`config.mk`:
```
export PLATFORM = sky130hd
export DESIGN_NAME = upward_agc_noise_gate_limiter
export DESIGN_NICKNAME = d
export VERILOG_FILES = /design/src/rtl/uagc_pkg.sv /design/src/rtl/upward_agc_noise_gate_limiter.sv
export SDC_FILE = /design/constraint.sdc
export NUM_CORES = 2
export LEC_CHECK = 0
export ABC_CLOCK_PERIOD_IN_PS = 13750
export BUFFER_PORTS_ARGS = -buffer_cell sky130_fd_sc_hd__buf_2
export CAP_MARGIN = 25
export CORE_UTILIZATION = 65
export CTS_BUF_LIST = sky130_fd_sc_hd__clkbuf_8
export DETAILED_ROUTE_END_ITERATION = 8
export PLACE_DENSITY = 0.82
export SLEW_MARGIN = 0
export SYNTH_ARGS = -nofsm -noshare
export SYNTH_HDL_FRONTEND = slang
export SYNTH_SLANG_ARGS = --single-unit
```
`constraint.sdc`:
```
create_clock -name clk_i -period 13.75 [get_ports clk_i]
set_input_delay 1.375 -clock clk_i [delete_from_list [all_inputs] [get_ports clk_i]]
set_output_delay 1.375 -clock clk_i [all_outputs]
set_load 0.05 [all_outputs]
```
`src/rtl/uagc_pkg.sv`:
```
// ----------------------------------------------------------------------------
// uagc_pkg
// Types, register indexes and reset constants of the upward AGC block.
// ----------------------------------------------------------------------------
package uagc_pkg;

  parameter int unsigned COEF_FRAC_BITS_DEF = 24;

  localparam int unsigned SAMPLE_W = 16;
  localparam int unsigned COEF_W   = 24;
  localparam int unsigned LEVEL_W  = 15;
  localparam int unsigned GAIN_W   = 24;
  localparam int unsigned ENV_W    = 32;
  localparam int unsigned CFG_IDX_W = 3;
  localparam int unsigned GAIN_FRAC = 19;
  localparam int unsigned DIV_STEPS = 24;

  localparam logic [GAIN_W-1:0] GAIN_ONE = 24'd524288;

  localparam logic [COEF_W-1:0]  RST_ENV_ATTACK   = 24'd16431304;
  localparam logic [COEF_W-1:0]  RST_ENV_RELEASE  = 24'd16773022;
  localparam logic [COEF_W-1:0]  RST_GAIN_RISE    = 24'd16776517;
  localparam logic [COEF_W-1:0]  RST_GAIN_FALL    = 24'd16672685;
  localparam logic [LEVEL_W-1:0] RST_TARGET_LEVEL = 15'd9175;
  localparam logic [LEVEL_W-1:0] RST_NOISE_FLOOR  = 15'd59;
  localparam logic [GAIN_W-1:0]  RST_MAX_GAIN     = 24'd11534336;
  localparam logic [LEVEL_W-1:0] RST_OUTPUT_LIMIT = 15'd31130;

  typedef enum logic [CFG_IDX_W-1:0] {
    REG_ENV_ATTACK   = 3'd0,
    REG_ENV_RELEASE  = 3'd1,
    REG_GAIN_RISE    = 3'd2,
    REG_GAIN_FALL    = 3'd3,
    REG_TARGET_LEVEL = 3'd4,
    REG_NOISE_FLOOR  = 3'd5,
    REG_MAX_GAIN     = 3'd6,
    REG_OUTPUT_LIMIT = 3'd7
  } cfg_reg_e;

  typedef enum logic [3:0] {
    ST_IDLE,
    ST_ENV_MA,
    ST_ENV_MB,
    ST_ENV_SUM,
    ST_GATE,
    ST_DIV,
    ST_CLAMP,
    ST_GAIN_MA,
    ST_GAIN_MB,
    ST_GAIN_SUM,
    ST_OUT_MUL,
    ST_OUT_FIN
  } state_e;

endpackage

```
`src/rtl/upward_agc_noise_gate_limiter.sv`:
```
// ----------------------------------------------------------------------------
// upward_agc_noise_gate_limiter
// Upward AGC with envelope follower, noise gate, gain glide and output limit.
// ----------------------------------------------------------------------------
// One sample in, one sample out. Each sample runs through the envelope pole
// (ST_ENV_MA, ST_ENV_MB, ST_ENV_SUM), the noise gate, the restoring divide of
// target by envelope (one quotient bit per cycle), the clamp, the gain pole
// (ST_GAIN_MA, ST_GAIN_MB, ST_GAIN_SUM), and the output product and limiter
// (ST_OUT_MUL, ST_OUT_FIN). A gated sample skips the divide and the clamp; a
// quotient too large for the gain format skips the divide. A new input
// transfer is taken only once the sequencer is back in idle. All products go
// through one shared 32x32 multiplier under a small sequencer; the input
// stalls while a sample is in work. The result sits in an output register, so
// a new sample is taken while the previous one still waits; if that result is
// still not taken when the next finishes, the sequencer holds in its last step.
// ----------------------------------------------------------------------------
module upward_agc_noise_gate_limiter #(
  parameter int unsigned COEF_FRAC_BITS = uagc_pkg::COEF_FRAC_BITS_DEF
) (
  input  logic                            clk_i,
  input  logic                            rst_ni,
  input  logic                            in_valid_i,
  output logic                            in_stall_o,
  input  logic signed [uagc_pkg::SAMPLE_W-1:0] sample_in_i,
  output logic                            out_valid_o,
  input  logic                            out_stall_i,
  output logic signed [uagc_pkg::SAMPLE_W-1:0] sample_out_o,
  input  logic                            cfg_we_i,
  input  logic [uagc_pkg::CFG_IDX_W-1:0]  cfg_idx_i,
  input  logic [uagc_pkg::COEF_W-1:0]     cfg_wdata_i
);

  localparam logic [31:0] CoefOne   = 32'(64'd1 << COEF_FRAC_BITS);
  localparam logic [63:0] RoundHalf = 64'd1 << (COEF_FRAC_BITS - 1);
  localparam int unsigned CntW      = $clog2(uagc_pkg::DIV_STEPS);
  localparam logic [CntW-1:0] CntLast = CntW'(uagc_pkg::DIV_STEPS - 1);
  localparam int unsigned GF        = uagc_pkg::GAIN_FRAC;

  // configuration
  logic [uagc_pkg::COEF_W-1:0]  env_attack_q, env_release_q, gain_rise_q, gain_fall_q;
  logic [uagc_pkg::LEVEL_W-1:0] target_level_q, noise_floor_q, output_limit_q;
  logic [uagc_pkg::GAIN_W-1:0]  max_gain_q;

  // state and datapath
  uagc_pkg::state_e state_q, state_d;
  logic [uagc_pkg::ENV_W-1:0]   envelope_q, envelope_d;
  logic [uagc_pkg::GAIN_W-1:0]  gain_q, gain_d;
  logic [uagc_pkg::GAIN_W-1:0]  desired_q, desired_d;
  logic [uagc_pkg::GAIN_W-1:0]  quot_q, quot_d;
  logic [31:0]                  rem_q, rem_d;
  logic [CntW-1:0]              div_cnt_q, div_cnt_d;
  logic [63:0]                  prod_q, prod_d;
  logic [63:0]                  acc_q, acc_d;
  logic [16:0]                  mag_q, mag_d;
  logic                         neg_q, neg_d;
  logic                         out_valid_q, out_valid_d;
  logic [uagc_pkg::SAMPLE_W-1:0] sample_out_q, sample_out_d;

  // shared multiplier
  logic [31:0] mul_a, mul_b;
  logic [63:0] mul_p;
  assign mul_p = {32'b0, mul_a} * {32'b0, mul_b};

  logic        in_xfer, out_xfer;
  logic [31:0] u_env, c_env, c_gain, coef_sel;
  logic [63:0] pole_sum;
  logic [32:0] div_t;
  logic [uagc_pkg::GAIN_W-1:0] clamp_lo;
  logic [33:0] lim;
  logic [21:0] q_trunc;
  logic [18:0] q_rem;
  logic        round_up;
  logic [22:0] q_round;
  logic [uagc_pkg::LEVEL_W-1:0] q_fin;
  logic [uagc_pkg::SAMPLE_W-1:0] q_ext;

  assign in_stall_o   = (state_q != uagc_pkg::ST_IDLE);
  assign in_xfer      = in_valid_i && !in_stall_o;
  assign out_valid_o  = out_valid_q;
  assign out_xfer     = out_valid_q && !out_stall_i;
  assign sample_out_o = sample_out_q;

  always_comb begin
    u_env = 32'({mag_q, 16'b0});
    coef_sel = ({1'b0, u_env} > {1'b0, envelope_q}) ? 32'(env_attack_q) : 32'(env_release_q);
    c_env = (coef_sel > CoefOne) ? CoefOne : coef_sel;
    coef_sel = (desired_q < gain_q) ? 32'(gain_fall_q) : 32'(gain_rise_q);
    c_gain = (coef_sel > CoefOne) ? CoefOne : coef_sel;
  end

  always_comb begin
    state_d      = state_q;
    envelope_d   = envelope_q;
    gain_d       = gain_q;
    desired_d    = desired_q;
    quot_d       = quot_q;
    rem_d        = rem_q;
    div_cnt_d    = div_cnt_q;
    prod_d       = prod_q;
    acc_d        = acc_q;
    mag_d        = mag_q;
    neg_d        = neg_q;
    out_valid_d  = out_valid_q && !out_xfer;
    sample_out_d = sample_out_q;
    mul_a        = '0;
    mul_b        = '0;
    pole_sum     = acc_q + prod_q;
    div_t        = {rem_q, 1'b0};
    clamp_lo     = (quot_q < uagc_pkg::GAIN_ONE) ? uagc_pkg::GAIN_ONE : quot_q;
    lim          = {output_limit_q, 19'b0};
    q_trunc      = prod_q[40:GF];
    q_rem        = prod_q[GF-1:0];
    round_up     = (q_rem > 19'h40000) || ((q_rem == 19'h40000) && q_trunc[0]);
    q_round      = {1'b0, q_trunc} + 23'(round_up);
    if (prod_q[40:0] >= 41'(lim)) begin
      q_fin = output_limit_q;
    end else if (q_round > 23'd32767) begin
      q_fin = 15'd32767;
    end else begin
      q_fin = q_round[14:0];
    end
    q_ext = {1'b0, q_fin};

    case (state_q)
      uagc_pkg::ST_IDLE: begin
        if (in_xfer) begin
          neg_d   = sample_in_i[15];
          mag_d   = sample_in_i[15] ? (17'h10000 - {1'b0, sample_in_i}) : {1'b0, sample_in_i};
          state_d = uagc_pkg::ST_ENV_MA;
        end
      end
      uagc_pkg::ST_ENV_MA: begin
        mul_a   = c_env;
        mul_b   = envelope_q;
        prod_d  = mul_p;
        state_d = uagc_pkg::ST_ENV_MB;
      end
      uagc_pkg::ST_ENV_MB: begin
        mul_a   = CoefOne - c_env;
        mul_b   = u_env;
        acc_d   = prod_q + RoundHalf;
        prod_d  = mul_p;
        state_d = uagc_pkg::ST_ENV_SUM;
      end
      uagc_pkg::ST_ENV_SUM: begin
        envelope_d = 32'(pole_sum >> COEF_FRAC_BITS);
        state_d    = uagc_pkg::ST_GATE;
      end
      uagc_pkg::ST_GATE: begin
        if (envelope_q <= {1'b0, noise_floor_q, 16'b0}) begin
          desired_d = uagc_pkg::GAIN_ONE;
          state_d   = uagc_pkg::ST_GAIN_MA;
        end else if (32'({target_level_q, 11'b0}) >= envelope_q) begin
          // quotient would not fit: saturate, the max clamp follows
          quot_d  = '1;
          state_d = uagc_pkg::ST_CLAMP;
        end else begin
          rem_d     = 32'({target_level_q, 11'b0});
          quot_d    = '0;
          div_cnt_d = '0;
          state_d   = uagc_pkg::ST_DIV;
        end
      end
      uagc_pkg::ST_DIV: begin
        if (div_t >= {1'b0, envelope_q}) begin
          rem_d  = 32'(div_t - {1'b0, envelope_q});
          quot_d = {quot_q[uagc_pkg::GAIN_W-2:0], 1'b1};
        end else begin
          rem_d  = div_t[31:0];
          quot_d = {quot_q[uagc_pkg::GAIN_W-2:0], 1'b0};
        end
        div_cnt_d = div_cnt_q + 1'b1;
        if (div_cnt_q == CntLast) begin
          state_d = uagc_pkg::ST_CLAMP;
        end
      end
      uagc_pkg::ST_CLAMP: begin
        desired_d = (clamp_lo > max_gain_q) ? max_gain_q : clamp_lo;
        state_d   = uagc_pkg::ST_GAIN_MA;
      end
      uagc_pkg::ST_GAIN_MA: begin
        mul_a   = c_gain;
        mul_b   = 32'(gain_q);
        prod_d  = mul_p;
        state_d = uagc_pkg::ST_GAIN_MB;
      end
      uagc_pkg::ST_GAIN_MB: begin
        mul_a   = CoefOne - c_gain;
        mul_b   = 32'(desired_q);
        acc_d   = prod_q + RoundHalf;
        prod_d  = mul_p;
        state_d = uagc_pkg::ST_GAIN_SUM;
      end
      uagc_pkg::ST_GAIN_SUM: begin
        gain_d  = 24'(pole_sum >> COEF_FRAC_BITS);
        state_d = uagc_pkg::ST_OUT_MUL;
      end
      uagc_pkg::ST_OUT_MUL: begin
        mul_a   = 32'(mag_q);
        mul_b   = 32'(gain_q);
        prod_d  = mul_p;
        state_d = uagc_pkg::ST_OUT_FIN;
      end
      uagc_pkg::ST_OUT_FIN: begin
        if (!out_valid_q || !out_stall_i) begin
          sample_out_d = neg_q ? (16'd0 - q_ext) : q_ext;
          out_valid_d  = 1'b1;
          state_d      = uagc_pkg::ST_IDLE;
        end
      end
      default: state_d = uagc_pkg::ST_IDLE;
    endcase
  end

  always_ff @(posedge clk_i or negedge rst_ni) begin
    if (!rst_ni) begin
      state_q        <= uagc_pkg::ST_IDLE;
      envelope_q     <= '0;
      gain_q         <= uagc_pkg::GAIN_ONE;
      div_cnt_q      <= '0;
      out_valid_q    <= 1'b0;
      env_attack_q   <= uagc_pkg::RST_ENV_ATTACK;
      env_release_q  <= uagc_pkg::RST_ENV_RELEASE;
      gain_rise_q    <= uagc_pkg::RST_GAIN_RISE;
      gain_fall_q    <= uagc_pkg::RST_GAIN_FALL;
      target_level_q <= uagc_pkg::RST_TARGET_LEVEL;
      noise_floor_q  <= uagc_pkg::RST_NOISE_FLOOR;
      max_gain_q     <= uagc_pkg::RST_MAX_GAIN;
      output_limit_q <= uagc_pkg::RST_OUTPUT_LIMIT;
    end else begin
      state_q     <= state_d;
      envelope_q  <= envelope_d;
      gain_q      <= gain_d;
      div_cnt_q   <= div_cnt_d;
      out_valid_q <= out_valid_d;
      if (cfg_we_i) begin
        case (cfg_idx_i)
          uagc_pkg::REG_ENV_ATTACK:   env_attack_q   <= cfg_wdata_i;
          uagc_pkg::REG_ENV_RELEASE:  env_release_q  <= cfg_wdata_i;
          uagc_pkg::REG_GAIN_RISE:    gain_rise_q    <= cfg_wdata_i;
          uagc_pkg::REG_GAIN_FALL:    gain_fall_q    <= cfg_wdata_i;
          uagc_pkg::REG_TARGET_LEVEL: target_level_q <= cfg_wdata_i[14:0];
          uagc_pkg::REG_NOISE_FLOOR:  noise_floor_q  <= cfg_wdata_i[14:0];
          uagc_pkg::REG_MAX_GAIN:     max_gain_q     <= cfg_wdata_i;
          uagc_pkg::REG_OUTPUT_LIMIT: output_limit_q <= cfg_wdata_i[14:0];
          default: ;
        endcase
      end
    end
  end

  always_ff @(posedge clk_i) begin
    desired_q    <= desired_d;
    quot_q       <= quot_d;
    rem_q        <= rem_d;
    prod_q       <= prod_d;
    acc_q        <= acc_d;
    mag_q        <= mag_d;
    neg_q        <= neg_d;
    sample_out_q <= sample_out_d;
  end

  // assertions
  a_xfer_starts: assert property (@(posedge clk_i) disable iff (!rst_ni)
    in_xfer |=> state_q == uagc_pkg::ST_ENV_MA)
    else $error("input transfer did not start the sequencer");

  a_div_rem: assert property (@(posedge clk_i) disable iff (!rst_ni)
    state_q == uagc_pkg::ST_DIV |-> rem_q < envelope_q)
    else $error("divide remainder not below divisor");

  a_out_src: assert property (@(posedge clk_i) disable iff (!rst_ni)
    $rose(out_valid_o) |-> $past(state_q) == uagc_pkg::ST_OUT_FIN)
    else $error("result appeared outside the final step");

  a_no_overwrite: assert property (@(posedge clk_i) disable iff (!rst_ni)
    out_valid_o && out_stall_i |=> out_valid_o && $stable(sample_out_o))
    else $error("pending result lost or changed");

endmodule
```
# After elaboration in Yosys (flattened, before gate mapping)
# Index checks and enable logic that the tools add are counted.
totals:
  ff_bits: 457
  in_bits: 48
  output_inout_bits: 18
  elab_cells: 136
classes:
  n_addsub: 9
  multipliers: 1
  order_cmp: 12
  n_eq_ne: 26
  mux: 33
  n_reduce_logical: 32
op_table:
  columns: ["operator", "n"]
  rows:
  - ["24-bit 2-to-1 mux", 7]
  - ["32-bit case mux with 5 select lines", 1]
  - ["32-bit case mux with 4 select lines", 1]
  - ["32-bit 2-to-1 mux", 3]
  - ["24-bit case mux with 2 select lines", 2]
  - ["32-bit case mux with 2 select lines", 1]
  - ["15-bit 2-to-1 mux", 4]
  - ["56-bit by 24-bit adder with 56-bit output (second input constant)", 1]
  - ["56-bit adder", 1]
  - ["32-bit by 32-bit multiplier with 56-bit output", 1]
  - ["25-bit by 25-bit subtractor with 26-bit output (first input constant)", 2]
  - ["24-bit by 25-bit greater-than comparator with 1-bit output (second input constant)", 2]
  - ["25-bit 2-to-1 mux", 2]
  - ["4-bit case mux with 12 select lines", 1]
  - ["41-bit by 34-bit greater-or-equal comparator with 1-bit output", 1]
  - ["33-bit by 32-bit greater-or-equal comparator with 1-bit output", 1]
  - ["26-bit by 32-bit greater-or-equal comparator with 1-bit output", 1]
  - ["32-bit greater-than comparator", 1]
  - ["32-bit by 31-bit less-or-equal comparator with 1-bit output", 1]
  - ["32-bit subtractor", 1]
  - ["24-bit greater-than comparator", 1]
  - ["24-bit by 20-bit < comparator with 1-bit output (second input constant)", 1]
  - ["24-bit < comparator", 1]
  - ["2-bit AND reduction", 12]
  - ["other kinds (31)", 63]

# Depth between registers and ports, before layout
logic_depth:
  ltp_word: 9
  ltp_mapped: 51

# Least setup slack after synthesis
# Ideal clock, no wire load.
synth_timing:
  path_kind: "register -> register"
  from: "register gain_q[19] (netlist name)"
  to: "register prod_q[52], data pin"
  arrival_time_ns: 11.818
  required_time_ns: 13.490
  path_slack_ns: 1.673
  path_stages_with_launch: 47
  n_path_buf: 6
  synth_period_minus_slack_ns: 12.077
  path_cell_list: "dfstp_2 > inv_1 > ha_1 > and3_1 > a221o_1 > a211o_1 > buf_2 > nor2_1 > buf_2 > buf_2 > mux2i_1 > nand2_1 > nand2_1 > ha_1 > clkbuf_1 > o311ai_0 > nor2_1 > nor4b_4 > [... 11 more ...] > fa_1 > inv_1 > fa_1 > fa_1 > inv_1 > fa_1 > ha_1 > clkbuf_1 > nand4_1 > or3_1 > or3_1 > a31oi_1 > o211ai_1 > o21ai_0 > a21oi_1 > o21bai_1 > a21oi_1 > xnor2_1"
synth_between:
  elab_chain_len: 7
  word_cells_on_any_way: 8
  cone_classes: "add/sub: 1; mul: 1; order compare: 2; mux: 4"
synth_rtl:
  columns: ["item", "line", "source"]
  rows:
  - ["from (decl)", "upward_agc_noise_gate_limiter.sv:47", "logic [uagc_pkg::GAIN_W-1:0] gain_q, gain_d;"]
  - ["from (signal assigned)", "upward_agc_noise_gate_limiter.sv:219", "gain_q <= uagc_pkg::GAIN_ONE;"]
  - ["from (signal assigned)", "upward_agc_noise_gate_limiter.sv:233", "gain_q <= gain_d;"]
  - ["24-bit < comparator", "upward_agc_noise_gate_limiter.sv:87", "coef_sel = (desired_q < gain_q) ? 32'(gain_fall_q) : 32'(gain_rise_q);"]
  - ["24-bit 2-to-1 mux", "upward_agc_noise_gate_limiter.sv:87", null]
  - ["24-bit by 25-bit greater-than comparator with 1-bit output", "upward_agc_noise_gate_limiter.sv:88", "c_gain = (coef_sel > CoefOne) ? CoefOne : coef_sel;"]
  - ["25-bit 2-to-1 mux", "upward_agc_noise_gate_limiter.sv:88", null]
  - ["25-bit by 25-bit subtractor with 26-bit output", "upward_agc_noise_gate_limiter.sv:188", "mul_a = CoefOne - c_gain;"]
  - ["32-bit case mux with 5 select lines", "upward_agc_noise_gate_limiter.sv:124", "case (state_q)"]
  - ["32-bit by 32-bit multiplier with 56-bit output (*)", "upward_agc_noise_gate_limiter.sv:62", "assign mul_p = {32'b0, mul_a} * {32'b0, mul_b};"]
  - ["net mul_p[52]", "upward_agc_noise_gate_limiter.sv:61", "logic [63:0] mul_p;"]
  - ["to (signal assigned)", "upward_agc_noise_gate_limiter.sv:256", "prod_q <= prod_d;"]
  - ["to (decl)", "upward_agc_noise_gate_limiter.sv:52", "logic [63:0] prod_q, prod_d;"]
# The timed path passes the listed nets; every way through them passes the cells marked *.
# A chain may end at the register's enable or synchronous reset.

# Worst setup path in the final report
layout_timing:
  from: "register envelope_q[22] (netlist name)"
  to: "register prod_q[52], data pin"
layout_between:
  elab_chain_len: 7
  word_cells_on_any_way: 8
  cone_classes: "add/sub: 1; mul: 1; order compare: 2; mux: 4"
layout_rtl:
  columns: ["item", "line", "source"]
  rows:
  - ["from (decl)", "upward_agc_noise_gate_limiter.sv:46", "logic [uagc_pkg::ENV_W-1:0] envelope_q, envelope_d;"]
  - ["from (signal assigned)", "upward_agc_noise_gate_limiter.sv:232", "envelope_q <= envelope_d;"]
  - ["32-bit greater-than comparator", "upward_agc_noise_gate_limiter.sv:85", "coef_sel = ({1'b0, u_env} > {1'b0, envelope_q}) ? 32'(env_attack_q) : 32'(env_release_q);"]
  - ["24-bit 2-to-1 mux", "upward_agc_noise_gate_limiter.sv:85", null]
  - ["24-bit by 25-bit greater-than comparator with 1-bit output", "upward_agc_noise_gate_limiter.sv:86", "c_env = (coef_sel > CoefOne) ? CoefOne : coef_sel;"]
  - ["25-bit 2-to-1 mux", "upward_agc_noise_gate_limiter.sv:86", null]
  - ["25-bit by 25-bit subtractor with 26-bit output", "upward_agc_noise_gate_limiter.sv:139", "mul_a = CoefOne - c_env;"]
  - ["32-bit case mux with 5 select lines", "upward_agc_noise_gate_limiter.sv:124", null]
  - ["32-bit by 32-bit multiplier with 56-bit output (*)", "upward_agc_noise_gate_limiter.sv:62", null]
  - ["net mul_p[52]", "upward_agc_noise_gate_limiter.sv:61", null]
# Marked as above.

==> summary.txt <==
CTS
  • CTS tree: yes
  • Hold buffer count at CTS: 0
  • Reg clk slew, reported paths: 70 ps
  • Total CTS buffers: 77
  • Clock latency on the worst-skew pair: 720 ps
  • Root Buffer: clkbuf_8
  • Clock Path Buffers: 3
  • CTS H-tree lvls: 3
  • CTS sink cnt: 457

GRT
  • Pin count of the biggest net entering global routing: 108
  • Vias in the first global route: 44800
  • Gr usage total: 42.9%
  • GRT overflow: 0
  • First-pass GRT wire length: 269000 microns
  • Initial antenna violation count: 13

Floorplan
  • I/O pins: 66
  • Placement Rows: 105
  • Core area: 82400 sq um
  • Die area: 84600 sq um
  • Die X: 291 microns
  • Die H: 291 microns
  • Initial Utilization: 65.8%

Placed design
  • Final HPWL DP: 137000 microns
  • DP Cell Count: 6714
  • Gp weighted congestion: 1.04
  • Buffers on Ports: 65

Drt
  • WL final: 179000 microns
  • Routed vias: 44400
  • Initial DRC Count: 4772
  • DRC: 0
  • Pre-antenna DRT Iters: 6
  • Antenna Nets Post-Route: 0
  • Number of vias per cell: 6.46
  • Per-cell routed wire length: 26.1 microns

Yosys
  • Synthesized area per cell: 9.50 sq um
  • #FFs+latches synth: 457
  • Most frequent cell after synthesis: inv_1
  • Synth top area share: 25.3%
  • Syn nets: 6893
  • Ys async rst share: 50.5%
  • Number of synthesized flops with an enable pin: 226
  • Synthesized instance count: 5709
  • Synth area leader: fa_1
  • Most instantiated cells after synthesis: inv_1 (928), fa_1 (686), nand2_1 (640)
  • Synth Flop Type: edfxtp_1
  • Synth warnings: 0
  • Synth Cell Area: 54200 sq um
  • Sequential-to-total area share from yosys stat: 23.4%
  • Synth unique cells: 96
  • Synth area leaders: fa_1 (25%), edfxtp_1 (13%), ha_1 (10%), inv_1 (6.4%), dfrtp_1 (6.3%)

STA
  • Setup Skew: 38.1 ps
  • Max Slew Vio Count: 4
  • Final hold vios: 0
  • Tcrit/Tclk final: 96.3%
  • Hold slack final: 476 ps
  • Worst slew pin tran: 1560 ps
  • Crit path time final: 13240 ps
  • # setup viols final: 0
  • Unrepaired setup endpoints after global routing: false
  • Worst slew margin: -3.91%
  • Fmax: 75.5 MHz
  • Final setup TNS: 0 ps

Layout
  • Final core occ: 70.2%
  • Final Non-Filler Cells: 6867
  • Share of cells above drive strength 1: 11.4%
  • Area delta synth->final: 6.73%
  • Area of the multi-input gates: 37400 sq um
  • Fillers: 6098
  • Final net count: 6914
  • Sequential Area: 12700 sq um

Outcome
  • Outcome: complete, but fails checks
  • Violated checks: slew limit

Critical path
  • Maximum fanout along the worst path: 9
  • Slowest stage delay, CP: 550 ps
  • Slowest cell on crit path: fa_1
  • CP Capture Type: flop
  • WP data required: 14190 ps
  • Worst Setup Start Kind: flop
  • R2R setup slack: 510 ps
  • Critical path type: flop to flop
  • Most common cell on crit path: fa_1
  • Critical R2R Launch: envelope_q[22]
  • Reg2Reg Capture Point: prod_q[52]
  • CP arrival: 13680 ps
  • Worst reg2reg path depth: 43

Min path
  • Hold Crit Start: prod_q[3]
  • Hold path cells: 0
  • Worst min-delay path category: flop to flop
  • Worst Hold End: acc_q[3]

Job
  • Max-cap violation count: 0
-- critical path, delay by kind of cell (launching register included) --
kind,cells,cell delay [ps]
AOI/OAI and AO/OA,11,2790
xor gates and xnor gates,1,130
adders and majority gates,11,5160
buffers and inverters,7,880
DFF,1,480
muxes,1,370
and+or+nand+nor,12,3110
-- placed cells by master (no fill, tap or decap), types with 136 or more instances in the layout --
cell,n
a21oi_1,163
ha_1,450
dfrtp_1,136
edfxtp_1,226
inv_1,964
o21ai_0,163
fa_1,686
nand2_1,640
nor2_1,541
mux2_2,171
-- flip-flops by register name, indices dropped and copies added, names as in the netlist --
name / cells
acc_q: 56
prod_q: 56
envelope_q: 32
rem_q: 32
desired_q: 24
env_attack_q: 24
env_release_q: 24
gain_fall_q: 24
gain_q: 24
gain_rise_q: 24
max_gain_q: 24
quot_q: 24
mag_q: 17
sample_out_o: 16
noise_floor_q: 15
output_limit_q: 15
target_level_q: 15
div_cnt_q: 5
state_q: 4
neg_q: 1
out_valid_o: 1
-- area by class of cell --
class	count	area share, %
diodes	5	0.0216
clock buffers	88	2.09
clock inverters	53	0.621
inverters	929	6.03
multi-input cells	4069	64.6
flip-flops and latches	457	21.9
well taps	1070	2.31
repair buffers	196	2.40
-- kinds of logic after synthesis --
logic type	count (synthesis)	share of synthesized area, %
xor gates and xnor gates	197	3.21
buffers and inverters	1183	8.26
AOI/OAI and AO/OA	819	10.4
DFF	457	23.4
other	1	0.00692
muxes	283	5.63
and+or+nand+nor	1633	13.3
adders and majority gates	1136	35.7
-- worst max-delay path by stage --
| stage | start | endpoint | slack [ps] | depth (start not counted) |
|---|---|---|---|---|
| finish | envelope_q[22] | prod_q[52] | 510 | 43 |
| global route | gain_q[19] | prod_q[48] | 130 | 42 |
| CTS | gain_q[19] | prod_q[48] | 580 | 42 |
| detailed placement | gain_q[19] | prod_q[48] | 620 | 42 |
| global placement | envelope_q[28] | prod_q[52] | 840 | 40 |
| floorplan | gain_q[19] | prod_q[52] | 1670 | 46 |
-- metal layers --
layer	up-vias	track usage (%)	share of wire, %
li1	18900	-	-
met4	14	29.0	8.2
met5	-	0	0.046
met3	769	14.9	14
met2	2988	63.3	43
met1	21700	53.1	35
-- metrics by stage --
step                      setup slack [ps]  instance area [sq um]
after floorplan                       1670                  54200
after global placement                 839                  56100
after detailed placement               619                  56100
after CTS                              585                  57700
after global routing                   129                  57800
final                                  507                  57900
-- timing repair --
| action | CTS | global route |
|---|---|---|
| setup endpoints to repair | 0 | 4 |
| gates resized for setup | 0 | 4 |
| buffers inserted | 0 | 5 |
Power is not shown: default switching activity piles up to over one toggle a cycle in this logic, so the estimate is an artifact.
